==> config.mk <==
export PLATFORM = sky130hd
export DESIGN_NAME = sorted_priority_queue_with_key_delete_unit
export DESIGN_NICKNAME = d
export VERILOG_FILES = /design/src/sv/spqkd_pkg.sv /design/src/sv/sorted_priority_queue_with_key_delete_unit.sv /design/src/sv/spqkd_dpath.sv /design/src/sv/spqkd_ctrl.sv
export VERILOG_INCLUDE_DIRS = /design/src /design/src/sv
export SDC_FILE = /design/constraint.sdc
export NUM_CORES = 2
export LEC_CHECK = 0
export BUFFER_PORTS_ARGS = -buffer_cell sky130_fd_sc_hd__clkbuf_2
export CAP_MARGIN = 10
export CORE_MARGIN = 3
export CORE_UTILIZATION = 30
export DETAILED_ROUTE_END_ITERATION = 10
export PLACE_DENSITY = 0.56
export SYNTH_ARGS = -nofsm -noshare
export SYNTH_HDL_FRONTEND = slang
export SYNTH_SLANG_ARGS = --single-unit
==> constraint.sdc <==
create_clock -name clock -period 6.2 [get_ports clock]
set_input_delay 0.62 -clock clock [delete_from_list [all_inputs] [get_ports clock]]
set_output_delay 0.62 -clock clock [all_outputs]
set_load 0.02 [all_outputs]
==> src/sv/sorted_priority_queue_with_key_delete_unit_macros.svh <==
// assertion macros for the sorted priority queue unit
// expects signals named clock and reset in the scope of each use
`ifndef SORTED_PRIORITY_QUEUE_WITH_KEY_DELETE_UNIT_MACROS_SVH
`define SORTED_PRIORITY_QUEUE_WITH_KEY_DELETE_UNIT_MACROS_SVH

`ifndef NO_ASSERTIONS

// same-cycle implication
`define SPQKD_ASSERT_IMPL(name, ante, cons) \
   name: assert property (@(posedge clock) disable iff (reset) (ante) |-> (cons)) \
      else $error("spqkd: same-cycle check failed");

// next-cycle implication
`define SPQKD_ASSERT_NEXT(name, ante, cons) \
   name: assert property (@(posedge clock) disable iff (reset) (ante) |=> (cons)) \
      else $error("spqkd: next-cycle check failed");

`else

`define SPQKD_ASSERT_IMPL(name, ante, cons)
`define SPQKD_ASSERT_NEXT(name, ante, cons)

`endif

`endif

==> src/sv/spqkd_pkg.sv <==
// shared types and constants of the sorted priority queue unit
// no dependencies
package spqkd_pkg;

   localparam int CAPACITY_DEF    = 64;
   localparam int WEIGHT_BITS_DEF = 16;
   localparam int VERTEX_BITS_DEF = 8;

   localparam int ACTION_BITS = 2;
   localparam int STATUS_BITS = 3;

   localparam logic [ACTION_BITS-1:0] ACT_INSERT = 2'd0;
   localparam logic [ACTION_BITS-1:0] ACT_POP    = 2'd1;
   localparam logic [ACTION_BITS-1:0] ACT_REMOVE = 2'd2;

   typedef enum logic [STATUS_BITS-1:0] {
      ST_OK       = 3'd0,
      ST_ZERO     = 3'd1,
      ST_FULL     = 3'd2,
      ST_EMPTY    = 3'd3,
      ST_NOTFOUND = 3'd4
   } status_code_type;

   // read address source
   typedef enum logic [1:0] {
      RD_ZERO,
      RD_IDX,
      RD_IDX_DEC,
      RD_IDX_INC
   } rd_sel_type;

   // index register update
   typedef enum logic [2:0] {
      IDX_HOLD,
      IDX_CLEAR,
      IDX_LOAD_COUNT,
      IDX_INC,
      IDX_DEC
   } idx_op_type;

   typedef enum logic [3:0] {
      S_IDLE,
      S_DISPATCH,
      S_INS_RD,
      S_INS_CHK,
      S_INS_PUT,
      S_REM_RD,
      S_REM_CHK,
      S_SHF_RD,
      S_SHF_WR,
      S_HEAD_RD,
      S_FINISH
   } state_type;

   typedef struct packed {
      logic            latch_req;
      logic            rd_en;
      rd_sel_type      rd_sel;
      logic            wr_en;
      logic            wr_new;
      idx_op_type      idx_op;
      logic            cnt_inc;
      logic            cnt_dec;
      logic            status_we;
      status_code_type status_val;
      logic            load_rsp;
   } dp_cmd_type;

   typedef struct packed {
      logic is_insert;
      logic is_pop;
      logic is_remove;
      logic zero_weight;
      logic empty;
      logic full;
      logic rd_greater;
      logic rd_match;
      logic idx_one;
      logic idx_last;
      logic rsp_busy;
   } dp_stat_type;

endpackage

==> src/sv/sorted_priority_queue_with_key_delete_unit.sv <==
// top level of the sorted min-priority queue with delete by vertex
// depends on spqkd_pkg, spqkd_ctrl, spqkd_dpath and the macros header
//
//  channel  dir  handshake                fields
//  req      in   req_tvalid / req_tready  tuser: action; tdata: weight, vertex
//  rsp      out  rsp_tvalid / rsp_tready  tuser: status; tdata: head_weight,
//                                         head_vertex, queue_empty, entry_count
//
// one item at a time, each stepped through the entry memory:
//   insert walks down from the tail, shifting each larger entry up, then writes the new one
//   rejects and no-ops only read the head; pop shifts every later entry down by one
//   remove scans from the head to the first match, then shifts the entries after it down
// the entry memory allows one read and one write a cycle, read registered
// reset is synchronous; the memory itself needs no clearing pass
// a result waits in its output register while the next transfer is accepted,
// and the following result waits for rsp_tready before it takes that register
`include "sorted_priority_queue_with_key_delete_unit_macros.svh"

module sorted_priority_queue_with_key_delete_unit #(
   parameter int CAPACITY    = spqkd_pkg::CAPACITY_DEF,
   parameter int WEIGHT_BITS = spqkd_pkg::WEIGHT_BITS_DEF,
   parameter int VERTEX_BITS = spqkd_pkg::VERTEX_BITS_DEF,
   localparam int CW            = $clog2(CAPACITY + 1),
   localparam int REQ_DATA_BITS = ((WEIGHT_BITS + VERTEX_BITS + 7) / 8) * 8,
   localparam int RSP_DATA_BITS = ((WEIGHT_BITS + VERTEX_BITS + 1 + CW + 7) / 8) * 8
) (
   input  logic                              clock,
   input  logic                              reset,
   input  logic                              req_tvalid,
   output logic                              req_tready,
   // weight, vertex, zero fill
   input  logic [REQ_DATA_BITS-1:0]          req_tdata,
   // action
   input  logic [spqkd_pkg::ACTION_BITS-1:0] req_tuser,
   output logic                              rsp_tvalid,
   input  logic                              rsp_tready,
   // head_weight, head_vertex, queue_empty, entry_count, zero fill
   output logic [RSP_DATA_BITS-1:0]          rsp_tdata,
   // status
   output logic [spqkd_pkg::STATUS_BITS-1:0] rsp_tuser
);
   import spqkd_pkg::*;

   dp_cmd_type  cmd;
   dp_stat_type stat;

   logic [WEIGHT_BITS-1:0] rsp_weight;
   logic [VERTEX_BITS-1:0] rsp_vertex;
   logic                   rsp_empty;
   logic [CW-1:0]          rsp_count;

   spqkd_ctrl u_ctrl (
      .clock    (clock),
      .reset    (reset),
      .in_valid (req_tvalid),
      .in_ready (req_tready),
      .stat     (stat),
      .cmd      (cmd)
   );

   spqkd_dpath #(
      .CAPACITY    (CAPACITY),
      .WEIGHT_BITS (WEIGHT_BITS),
      .VERTEX_BITS (VERTEX_BITS)
   ) u_dpath (
      .clock      (clock),
      .reset      (reset),
      .cmd        (cmd),
      .stat       (stat),
      .in_action  (req_tuser),
      .in_weight  (req_tdata[WEIGHT_BITS-1:0]),
      .in_vertex  (req_tdata[WEIGHT_BITS +: VERTEX_BITS]),
      .out_ready  (rsp_tready),
      .out_valid  (rsp_tvalid),
      .out_status (rsp_tuser),
      .out_weight (rsp_weight),
      .out_vertex (rsp_vertex),
      .out_empty  (rsp_empty),
      .out_count  (rsp_count)
   );

   // pack result fields from the lowest bit up
   assign rsp_tdata = RSP_DATA_BITS'({rsp_count, rsp_empty, rsp_vertex, rsp_weight});

   // the count never runs past the capacity
   `SPQKD_ASSERT_IMPL(a_count_bound, rsp_tvalid, rsp_count <= CW'(CAPACITY))
   // empty flag and zeroed head agree with the count
   `SPQKD_ASSERT_IMPL(a_empty_flag, rsp_tvalid,
                      (rsp_empty == (rsp_count == '0)) && (!rsp_empty || rsp_weight == '0))
   // a dropped insert means the queue really is full
   `SPQKD_ASSERT_IMPL(a_full_drop, rsp_tvalid && (rsp_tuser == ST_FULL),
                      rsp_count == CW'(CAPACITY))
   // a transfer in makes the block busy for the next cycle
   `SPQKD_ASSERT_NEXT(a_busy_after_req, req_tvalid && req_tready, !req_tready)

endmodule

==> src/sv/spqkd_dpath.sv <==
// datapath: entry memory, count, scan index, request and result registers
// depends on spqkd_pkg
module spqkd_dpath #(
   parameter int CAPACITY    = spqkd_pkg::CAPACITY_DEF,
   parameter int WEIGHT_BITS = spqkd_pkg::WEIGHT_BITS_DEF,
   parameter int VERTEX_BITS = spqkd_pkg::VERTEX_BITS_DEF,
   localparam int AW = $clog2(CAPACITY),
   localparam int CW = $clog2(CAPACITY + 1)
) (
   input  logic                            clock,
   input  logic                            reset,
   input  spqkd_pkg::dp_cmd_type           cmd,
   output spqkd_pkg::dp_stat_type          stat,
   input  logic [spqkd_pkg::ACTION_BITS-1:0] in_action,
   input  logic [WEIGHT_BITS-1:0]          in_weight,
   input  logic [VERTEX_BITS-1:0]          in_vertex,
   input  logic                            out_ready,
   output logic                            out_valid,
   output logic [spqkd_pkg::STATUS_BITS-1:0] out_status,
   output logic [WEIGHT_BITS-1:0]          out_weight,
   output logic [VERTEX_BITS-1:0]          out_vertex,
   output logic                            out_empty,
   output logic [CW-1:0]                   out_count
);
   import spqkd_pkg::*;

   logic [WEIGHT_BITS-1:0] w_mem [CAPACITY];
   logic [VERTEX_BITS-1:0] v_mem [CAPACITY];

   logic [ACTION_BITS-1:0] action_ff;
   logic [WEIGHT_BITS-1:0] weight_ff;
   logic [VERTEX_BITS-1:0] vertex_ff;
   logic [WEIGHT_BITS-1:0] rd_w_ff;
   logic [VERTEX_BITS-1:0] rd_v_ff;
   logic [CW-1:0]          count_ff, count_in;
   logic [CW-1:0]          idx_ff, idx_in;
   status_code_type        status_ff;
   logic                   rsp_valid_ff, rsp_valid_in;
   logic [WEIGHT_BITS-1:0] rsp_w_ff;
   logic [VERTEX_BITS-1:0] rsp_v_ff;
   logic                   rsp_empty_ff;
   logic [CW-1:0]          rsp_count_ff;

   logic [CW-1:0]          rd_idx;
   logic [AW-1:0]          rd_addr, wr_addr;
   logic [WEIGHT_BITS-1:0] wr_w;
   logic [VERTEX_BITS-1:0] wr_v;
   logic [CW:0]            idx_next_wide;

   always_comb begin
      unique case (cmd.rd_sel)
         RD_ZERO:    rd_idx = '0;
         RD_IDX:     rd_idx = idx_ff;
         RD_IDX_DEC: rd_idx = idx_ff - CW'(1);
         RD_IDX_INC: rd_idx = idx_ff + CW'(1);
         default:    rd_idx = '0;
      endcase
   end

   assign rd_addr = rd_idx[AW-1:0];
   assign wr_addr = idx_ff[AW-1:0];
   assign wr_w    = cmd.wr_new ? weight_ff : rd_w_ff;
   assign wr_v    = cmd.wr_new ? vertex_ff : rd_v_ff;

   // entry memory, one write and one registered read per cycle
   always_ff @(posedge clock) begin
      if (cmd.wr_en) begin
         w_mem[wr_addr] <= wr_w;
         v_mem[wr_addr] <= wr_v;
      end
      if (cmd.rd_en) begin
         rd_w_ff <= w_mem[rd_addr];
         rd_v_ff <= v_mem[rd_addr];
      end
   end

   always_comb begin
      unique case (cmd.idx_op)
         IDX_HOLD:       idx_in = idx_ff;
         IDX_CLEAR:      idx_in = '0;
         IDX_LOAD_COUNT: idx_in = count_ff;
         IDX_INC:        idx_in = idx_ff + CW'(1);
         IDX_DEC:        idx_in = idx_ff - CW'(1);
         default:        idx_in = idx_ff;
      endcase
   end

   always_comb begin
      count_in = count_ff;
      priority if (cmd.cnt_inc) begin
         count_in = count_ff + CW'(1);
      end else if (cmd.cnt_dec) begin
         count_in = count_ff - CW'(1);
      end
   end

   always_comb begin
      rsp_valid_in = rsp_valid_ff;
      priority if (cmd.load_rsp) begin
         rsp_valid_in = 1'b1;
      end else if (out_ready) begin
         rsp_valid_in = 1'b0;
      end
   end

   always_ff @(posedge clock) begin
      if (reset) begin
         count_ff     <= '0;
         rsp_valid_ff <= 1'b0;
      end else begin
         count_ff     <= count_in;
         rsp_valid_ff <= rsp_valid_in;
      end
   end

   always_ff @(posedge clock) begin
      idx_ff <= idx_in;
      if (cmd.latch_req) begin
         action_ff <= in_action;
         weight_ff <= in_weight;
         vertex_ff <= in_vertex;
         status_ff <= ST_OK;
      end else if (cmd.status_we) begin
         status_ff <= cmd.status_val;
      end
      if (cmd.load_rsp) begin
         rsp_w_ff     <= (count_ff == '0) ? '0 : rd_w_ff;
         rsp_v_ff     <= (count_ff == '0) ? '0 : rd_v_ff;
         rsp_empty_ff <= (count_ff == '0);
         rsp_count_ff <= count_ff;
      end
   end

   always_ff @(posedge clock) begin
      if (cmd.load_rsp) begin
         out_status <= status_ff;
      end
   end

   assign idx_next_wide = {1'b0, idx_ff} + (CW + 1)'(1);

   assign stat.is_insert   = (action_ff == ACT_INSERT);
   assign stat.is_pop      = (action_ff == ACT_POP);
   assign stat.is_remove   = (action_ff == ACT_REMOVE);
   assign stat.zero_weight = (weight_ff == '0);
   assign stat.empty       = (count_ff == '0);
   assign stat.full        = (count_ff == CW'(CAPACITY));
   assign stat.rd_greater  = (rd_w_ff > weight_ff);
   assign stat.rd_match    = (rd_v_ff == vertex_ff);
   assign stat.idx_one     = (idx_ff == CW'(1));
   assign stat.idx_last    = (idx_next_wide >= {1'b0, count_ff});
   assign stat.rsp_busy    = rsp_valid_ff && !out_ready;

   assign out_valid  = rsp_valid_ff;
   assign out_weight = rsp_w_ff;
   assign out_vertex = rsp_v_ff;
   assign out_empty  = rsp_empty_ff;
   assign out_count  = rsp_count_ff;

endmodule

==> src/sv/spqkd_ctrl.sv <==
// controller state machine: sequences scans and shifts over the entry memory
// depends on spqkd_pkg
module spqkd_ctrl (
   input  logic                   clock,
   input  logic                   reset,
   input  logic                   in_valid,
   output logic                   in_ready,
   input  spqkd_pkg::dp_stat_type stat,
   output spqkd_pkg::dp_cmd_type  cmd
);
   import spqkd_pkg::*;

   state_type state_ff, state_in;

   always_ff @(posedge clock) begin
      if (reset) begin
         state_ff <= S_IDLE;
      end else begin
         state_ff <= state_in;
      end
   end

   always_comb begin
      state_in = state_ff;
      cmd      = '0;
      in_ready = 1'b0;
      unique case (state_ff)
         S_IDLE: begin
            in_ready = 1'b1;
            if (in_valid) begin
               cmd.latch_req = 1'b1;
               state_in      = S_DISPATCH;
            end
         end
         S_DISPATCH: begin
            priority if (stat.is_insert) begin
               priority if (stat.zero_weight) begin
                  cmd.status_we  = 1'b1;
                  cmd.status_val = ST_ZERO;
                  state_in       = S_HEAD_RD;
               end else if (stat.full) begin
                  cmd.status_we  = 1'b1;
                  cmd.status_val = ST_FULL;
                  state_in       = S_HEAD_RD;
               end else begin
                  cmd.idx_op = IDX_LOAD_COUNT;
                  state_in   = stat.empty ? S_INS_PUT : S_INS_RD;
               end
            end else if (stat.is_pop) begin
               if (stat.empty) begin
                  cmd.status_we  = 1'b1;
                  cmd.status_val = ST_EMPTY;
                  state_in       = S_HEAD_RD;
               end else begin
                  cmd.idx_op = IDX_CLEAR;
                  state_in   = S_SHF_RD;
               end
            end else if (stat.is_remove) begin
               if (stat.empty) begin
                  cmd.status_we  = 1'b1;
                  cmd.status_val = ST_NOTFOUND;
                  state_in       = S_HEAD_RD;
               end else begin
                  cmd.idx_op = IDX_CLEAR;
                  state_in   = S_REM_RD;
               end
            end else begin
               state_in = S_HEAD_RD;
            end
         end
         // walk down from the tail, moving larger entries up by one
         S_INS_RD: begin
            cmd.rd_en  = 1'b1;
            cmd.rd_sel = RD_IDX_DEC;
            state_in   = S_INS_CHK;
         end
         S_INS_CHK: begin
            if (stat.rd_greater) begin
               cmd.wr_en  = 1'b1;
               cmd.idx_op = IDX_DEC;
               state_in   = stat.idx_one ? S_INS_PUT : S_INS_RD;
            end else begin
               state_in = S_INS_PUT;
            end
         end
         S_INS_PUT: begin
            cmd.wr_en   = 1'b1;
            cmd.wr_new  = 1'b1;
            cmd.cnt_inc = 1'b1;
            state_in    = S_HEAD_RD;
         end
         // search from the head for the first matching vertex
         S_REM_RD: begin
            cmd.rd_en  = 1'b1;
            cmd.rd_sel = RD_IDX;
            state_in   = S_REM_CHK;
         end
         S_REM_CHK: begin
            priority if (stat.rd_match) begin
               state_in = S_SHF_RD;
            end else if (stat.idx_last) begin
               cmd.status_we  = 1'b1;
               cmd.status_val = ST_NOTFOUND;
               state_in       = S_HEAD_RD;
            end else begin
               cmd.idx_op = IDX_INC;
               state_in   = S_REM_RD;
            end
         end
         // close the gap at idx by moving later entries down
         S_SHF_RD: begin
            if (stat.idx_last) begin
               cmd.cnt_dec = 1'b1;
               state_in    = S_HEAD_RD;
            end else begin
               cmd.rd_en  = 1'b1;
               cmd.rd_sel = RD_IDX_INC;
               state_in   = S_SHF_WR;
            end
         end
         S_SHF_WR: begin
            cmd.wr_en  = 1'b1;
            cmd.idx_op = IDX_INC;
            state_in   = S_SHF_RD;
         end
         S_HEAD_RD: begin
            cmd.rd_en  = 1'b1;
            cmd.rd_sel = RD_ZERO;
            state_in   = S_FINISH;
         end
         S_FINISH: begin
            if (!stat.rsp_busy) begin
               cmd.load_rsp = 1'b1;
               state_in     = S_IDLE;
            end
         end
         default: begin
            state_in = S_IDLE;
         end
      endcase
   end

endmodule

=== Yosys cells after proc, flatten, opt, wreduce, memory -nomap -nowiden ===
Memories as Yosys holds them, arrays and structs flattened. A register that Yosys moved wholly into a read port is not among the register bits.
Index checks and enable logic that the tools add are counted.

* Bits in registers: 83
* Memory bits (writable): 1536
* Input port bits: 30
* Output and inout bits: 37
* Word-level logic and storage cells: 116
* Memories kept: 2

{| class="wikitable"
|+ Memories
! memory !! depth !! width !! read ports !! clocked after Yosys merged registers in !! write ports !! line !! source
|-
| u_dpath.w_mem || 64 || 16 || 1 || 1 || 1 || spqkd_dpath.sv:27 || <nowiki>logic [WEIGHT_BITS-1:0] w_mem [CAPACITY];</nowiki>
|-
| u_dpath.v_mem || 64 || 8 || 1 || 1 || 1 || spqkd_dpath.sv:28 || <nowiki>logic [VERTEX_BITS-1:0] v_mem [CAPACITY];</nowiki>
|}

* Add/subtract/negate cells: 5
* Order comparisons: 2
* Equal/unequal tests: 24
* Muxes and demuxes: 58
* Reductions and logical operators: 12

{| class="wikitable"
|+ Operators by type and width
! cell !! number
|-
| 4-bit 2-to-1 mux || 21
|-
| 4-bit case mux with 11 select lines || 1
|-
| 7-bit case mux with 4 select lines || 1
|-
| 3-bit 2-to-1 mux || 9
|-
| 3-bit case mux with 4 select lines || 2
|-
| 6-bit case mux with 4 select lines || 1
|-
| 4-bit by 3-bit == test with 1-bit output, second input constant || 4
|-
| 16-bit > comparator || 1
|-
| 16-bit zero test || 1
|-
| 16-bit 2-to-1 mux || 1
|-
| 1-bit 2-to-1 mux || 15
|-
| 7-bit by 1-bit adder with 7-bit output, second input constant || 2
|-
| 7-bit 2-to-1 mux || 2
|-
| 7-bit by 1-bit subtractor with 7-bit output, second input constant || 2
|-
| 4-bit == test, second input constant || 3
|-
| 7-bit by 1-bit adder with 8-bit output, second input constant || 1
|-
| 4-bit by 2-bit == test with 1-bit output, second input constant || 2
|-
| 8-bit == test || 1
|-
| 8-bit by 7-bit greater-or-equal comparator with 1-bit output || 1
|-
| 8-bit 2-to-1 mux || 1
|-
| 4-bit case mux with 2 select lines || 1
|-
| 7-bit by 1-bit == test with 1-bit output, second input constant || 1
|-
| 7-bit == test, second input constant || 1
|-
| 7-bit zero test || 1
|-
| other kinds (17) || 25
|}

=== Logic depth before layout (Yosys ltp) ===
* Depth in word-level cells: 8
* Mapped depth: 20
* Depth with buffers taken out: 13

=== Modules after synthesis ===
From an unflattened synthesis, not the netlist that was laid out.

* Cells, all modules: 4656
* Area total of the unflattened synthesis: 66140.9 um^2

{| class="wikitable"
|+ By module, submodules not included
! module !! times used !! cells each !! area each (um^2) !! sequential area each (um^2)
|-
| spqkd_dpath || 1 || 4566 || 65549.1 || 49107.1
|-
| spqkd_ctrl || 1 || 89 || 584.3 || 80.1
|-
| sorted_priority_queue_with_key_delete_unit || 1 || 1 || 7.5 || 0.0
|}

=== Least setup slack after synthesis ===
OpenSTA, ideal clock, no wires.

* Kind: register to register
* Start: register u_dpath.rd_w_ff[1] (read register of u_dpath.w_mem)
* End: memory u_dpath.v_mem[31][0] (netlist name), enable pin
* Library setup time: 0.475 ns
* Arrival: 4.449 ns
* Data required time: 5.725 ns
* Slack: 1.276 ns
* Stages on the path, launching flop included: 11
* Buffers on the path: 0
* Clock period less this slack: 4.924 ns
* Cell sequence: edfxtp_1 ha_1 nor2b_1 o21a_1 o21a_1 o21a_1 o21a_1 o211ai_1 a211oi_1 nor3_1 nor4b_1

* Longest elaborated chain between the ends: 5

{| class="wikitable"
|+ RTL lines
! element !! line !! source
|-
| from (decl) || spqkd_dpath.sv:33 || <nowiki>logic [WEIGHT_BITS-1:0] rd_w_ff;</nowiki>
|-
| 16-bit > comparator || spqkd_dpath.sv:148 || <nowiki>assign stat.rd_greater = (rd_w_ff > weight_ff);</nowiki>
|-
| 1-bit 2-to-1 mux || spqkd_ctrl.sv:78 || <nowiki>if (stat.rd_greater) begin</nowiki>
|-
| 1-bit case mux with 2 select lines || spqkd_ctrl.sv:27 || <nowiki>unique case (state_ff)</nowiki>
|-
| 1-bit 2-to-1 mux || spqkd_dpath.sv:67 || <nowiki>if (cmd.wr_en) begin</nowiki>
|-
| 1-bit 2-to-1 mux (not written as such) || spqkd_dpath.sv:69 || <nowiki>v_mem[wr_addr] <= wr_v;</nowiki>
|-
| to (decl) || spqkd_dpath.sv:28 ||
|}

Every way passes these cells.

=== Final worst setup path ===
* Start: register u_dpath.idx_ff[0]
* End: register u_dpath.rd_w_ff[6] (read register of u_dpath.w_mem), data pin

* Longest elaborated chain between the ends: 6
* Elaborated cells between the ends (all ways): 11
* Those cells by class: add/sub (3); order compare (1); eq/ne (3); mux (3); reduce/logical (1)

{| class="wikitable"
|+ RTL lines
! element !! line !! source
|-
| from (decl) || spqkd_dpath.sv:36 || <nowiki>logic [CW-1:0] idx_ff, idx_in;</nowiki>
|-
| from (signal assigned) || spqkd_dpath.sv:117 || <nowiki>idx_ff <= idx_in;</nowiki>
|-
| 7-bit by 1-bit adder with 8-bit output || spqkd_dpath.sv:140 || <nowiki>assign idx_next_wide = {1'b0, idx_ff} + (CW + 1)'(1);</nowiki>
|-
| 8-bit by 7-bit greater-or-equal comparator with 1-bit output || spqkd_dpath.sv:151 || <nowiki>assign stat.idx_last = (idx_next_wide >= {1'b0, count_ff});</nowiki>
|-
| 3-bit 2-to-1 mux || spqkd_ctrl.sv:112 || <nowiki>if (stat.idx_last) begin</nowiki>
|-
| 3-bit case mux with 4 select lines || spqkd_ctrl.sv:27 ||
|-
| 2-bit == test, or another cell as far along || spqkd_dpath.sv:51 || <nowiki>unique case (cmd.rd_sel)</nowiki>
|-
| 6-bit case mux with 4 select lines || spqkd_dpath.sv:51 ||
|}

Several ways; a longest one is shown, not always the timed one.
A chain may end at the register's enable or synchronous reset.

==> flow_summary.json <==
{
  "syn-num-nets": 4462,
  "hp-class": "primary input to flop",
  "synth_area_um2": 66190,
  "rows": 171,
  "layout-drive-gt1-share": 0.1548,
  "root_buffer": "clkbuf_16",
  "clk_latency_ns": 0.81,
  "io_buffers": 66,
  "antenna_found_initial": 15,
  "setup_tns_ns": 0,
  "cts_buffers": 172,
  "dr.pass1.iters": 6,
  "h-tree-depth": 4,
  "synth.avg_cell_area_um2": 15.04,
  "crit_path_cell_trace": "ha_1 > xor2_1 > ha_1 > a211o_1 > a31oi_2 > o21a_1 > a31o_4 > buf_12 > buf_4 > mux2i_1 > mux2i_1 > o211ai_1 > nand3_1 > a211o_1",
  "setup_violations": 0,
  "clockBufferDepth": 3,
  "antenna_left": 0,
  "io_pins": 67,
  "power_density_nw_per_um2": 483.2,
  "synth.area.top_cells": "edfxtp_1 74%, mux2i_1 4.8%, nand2_1 4.7%, nand3_1 2.2%, mux4_2 1.9%",
  "ys_seq_area_frac": 0.7431,
  "antennaDiodeCount": 0,
  "p_switching_mw": 13.89,
  "vias": 40700,
  "die-area_um2": 226300,
  "final_cell_mix": "1628 x edfxtp_1, 822 x nand2_1, 315 x mux2i_1",
  "place_area_um2": 71470,
  "wl_um": 204600,
  "cp-start-kind": "flop",
  "cp_data_arrival_time_ns": 6.39,
  "met1_usage": 0.2470,
  "drc": 0,
  "initial_core_util": 0.3033,
  "synthDistinctLibCells": 75,
  "final_area_um2": 77040,
  "use_met2": 0.2711,
  "post_cts_buffers": 0,
  "dp_hpwl_um": 122900,
  "slew_headroom": 0.09868,
  "drv_slew": 0,
  "grt_first_pass_wirelength_um": 291300,
  "cts_tree": "yes",
  "busiest_layer": "met2",
  "grt_pass1_vias": 39010,
  "worstSetupPathType": "flop to flop",
  "path_max_fanout": 45,
  "min_period_ns": 5.836,
  "synth_top_cell_area_share": 0.7386,
  "dr.first_iter.drc_count": 5199,
  "worst_ep_required_time_ns": 6.75,
  "finalHoldViolCount": 0,
  "slowest_stage": "o211ai_1",
  "clock_skew_ns": 0.02694,
  "hold_depth": 2,
  "rsz0062_at_grt": "false",
  "ir_drop_uv": 327.8,
  "synth_top_area_cell": "edfxtp_1",
  "switching_share": 0.3733,
  "layout.nets": 4710,
  "pwr-share-comb": 0.339,
  "netlist_instances": 4400,
  "r2r_cells": 14,
  "endpoint_kind": "flop",
  "area_growth_pct": 16.39,
  "synth_edf_count": 1628,
  "p_int_mw": 23.33,
  "post_drt_via_cell_ratio": 5.326,
  "core_area_um2": 218200,
  "clock_power_share": 0.264,
  "worst_pin_slew_ns": 1.318,
  "dieHeight_um": 475.7,
  "outcome": "finished clean",
  "crit_path_max_incr_delay_ns": 0.78,
  "cap_violations": 0,
  "gp_congestion": 0.9080,
  "wl_per_cell_um": 26.77,
  "die_x_um": 475.7,
  "grt_max_degree": 110,
  "seq_power_share": 0.397,
  "grt_remaining_overflow": 0,
  "synth-main-ff-cell": "edfxtp_1",
  "fmaxAchievable_mhz": 171.4,
  "finalPower_mw": 37.23,
  "clk_pin_slew_ns": 0.06,
  "p_leak_nw": 25.09,
  "final_common_cell": "edfxtp_1",
  "yosys_warnings": 0,
  "grt.met3_usage": 0.03595,
  "grt_use_total": 0.1777,
  "synth_seq_cells": 1643,
  "synth-async-reset-ratio": 0,
  "clock-sinks": 1643,
  "finalCritPeriodShare": 0.9413
}
-- path summary, 6_finish.rpt --
| path | startpoint | to | slack, ns |
|---|---|---|---|
| worst max register to register | u_dpath.idx_ff[0] | u_dpath.rd_w_ff[6] | 0.36 |
| worst min register to register | u_dpath.status_ff[2] | u_dpath.out_status[2] | 0.44 |
| worst min-delay path | reset | u_ctrl.state_ff[3] | 0.18 |
| worst max-delay path | u_dpath.idx_ff[0] | u_dpath.rd_w_ff[6] | 0.36 |
-- flip-flops by register name (all words and copies together) (netlist names), 4 cells and up --
signal and flops:
u_ctrl.state_ff 4, u_dpath.count_ff 7, u_dpath.idx_ff 7, u_dpath.out_count 7, u_dpath.out_vertex 8, u_dpath.out_weight 16
u_dpath.rd_v_ff 8, u_dpath.rd_w_ff 16, u_dpath.v_mem 512, u_dpath.vertex_ff 8, u_dpath.w_mem 1024, u_dpath.weight_ff 16
-- what timing repair did --
action | 4_1_cts | 5_1_grt
hold buffers | 26 | 0
hold endpoints to repair | 26 | 0
gates resized for setup | 0 | 0
-- cell families after synthesis --
group,count (synthesis),share of synthesized area
simple gates,1420,0.09399
buf+inv,313,0.02210
xor+xnor,26,0.003440
fa+ha+maj,33,0.006314
mux,404,0.07247
compound gates,561,0.05858
flops,1643,0.7431
-- metrics by stage --
stage	util	std cells	setup WS [ns]	hold slack, ns
global placement	0.3272	7298	0.2950	0.4187
detailed placement	0.3275	7302	0.4528	0.4223
finish	0.3530	7642	0.3641	0.1838
floorplan	-	4400	1.276	0.4081
CTS	0.3530	7642	0.4296	0.1106
global route	0.3530	7642	0.1989	0.1670
-- power by group through the flow --
stage | registers, mW | logic [mW] | clock network [mW]
finish | 14.8 | 12.6 | 9.82
detailed placement | 15.0 | 12.5 | 0
floorplan | 14.7 | 6.84 | 0
global placement | 15.0 | 12.3 | 0
CTS | 14.7 | 12.5 | 10.0
global route | 14.8 | 13.3 | 10.4
-- metal layers --
metal,share of wire,vias up
met5,0.00023,-
met4,0.043,6
met3,0.097,363
met2,0.44,2115
met1,0.42,20790
li1,-,17420
-- cells in the mapped netlist (all sizes together), types with 37 or more instances --
| master | count |
|---|---|
| a31oi | 52 |
| mux4 | 57 |
| mux2i | 315 |
| nand2 | 824 |
| nor3 | 98 |
| edfxtp | 1628 |
| nor2 | 69 |
| inv | 42 |
| buf | 165 |
| clkbuf | 106 |
| nand4 | 39 |
| nand3 | 286 |
| a21oi | 176 |
| a211oi | 37 |
-- cell type report --
class	count	area (µm²)
Clock buffer	208	4492
Sequential cell	1643	49190
Tap cell	2854	3571
Fill cell	20740	141200
Clock inverter	106	815.8
Timing Repair Buffer	345	2755
Multi-Input combinational cell	2444	16060
Inverter	42	157.7
-- critical path, delay by kind of cell (launching register included) --
kind / cells / cell delay, ns
xor gates and xnor gates: 1 / 0.38
muxes: 2 / 0.30
DFF: 1 / 0.62
and+or+nand+nor: 1 / 0.29
AOI/OAI and AO/OA: 6 / 2.72
adders and majority gates: 2 / 0.61
buffers and inverters: 2 / 0.62
Power figures use the tool's default switching activity.
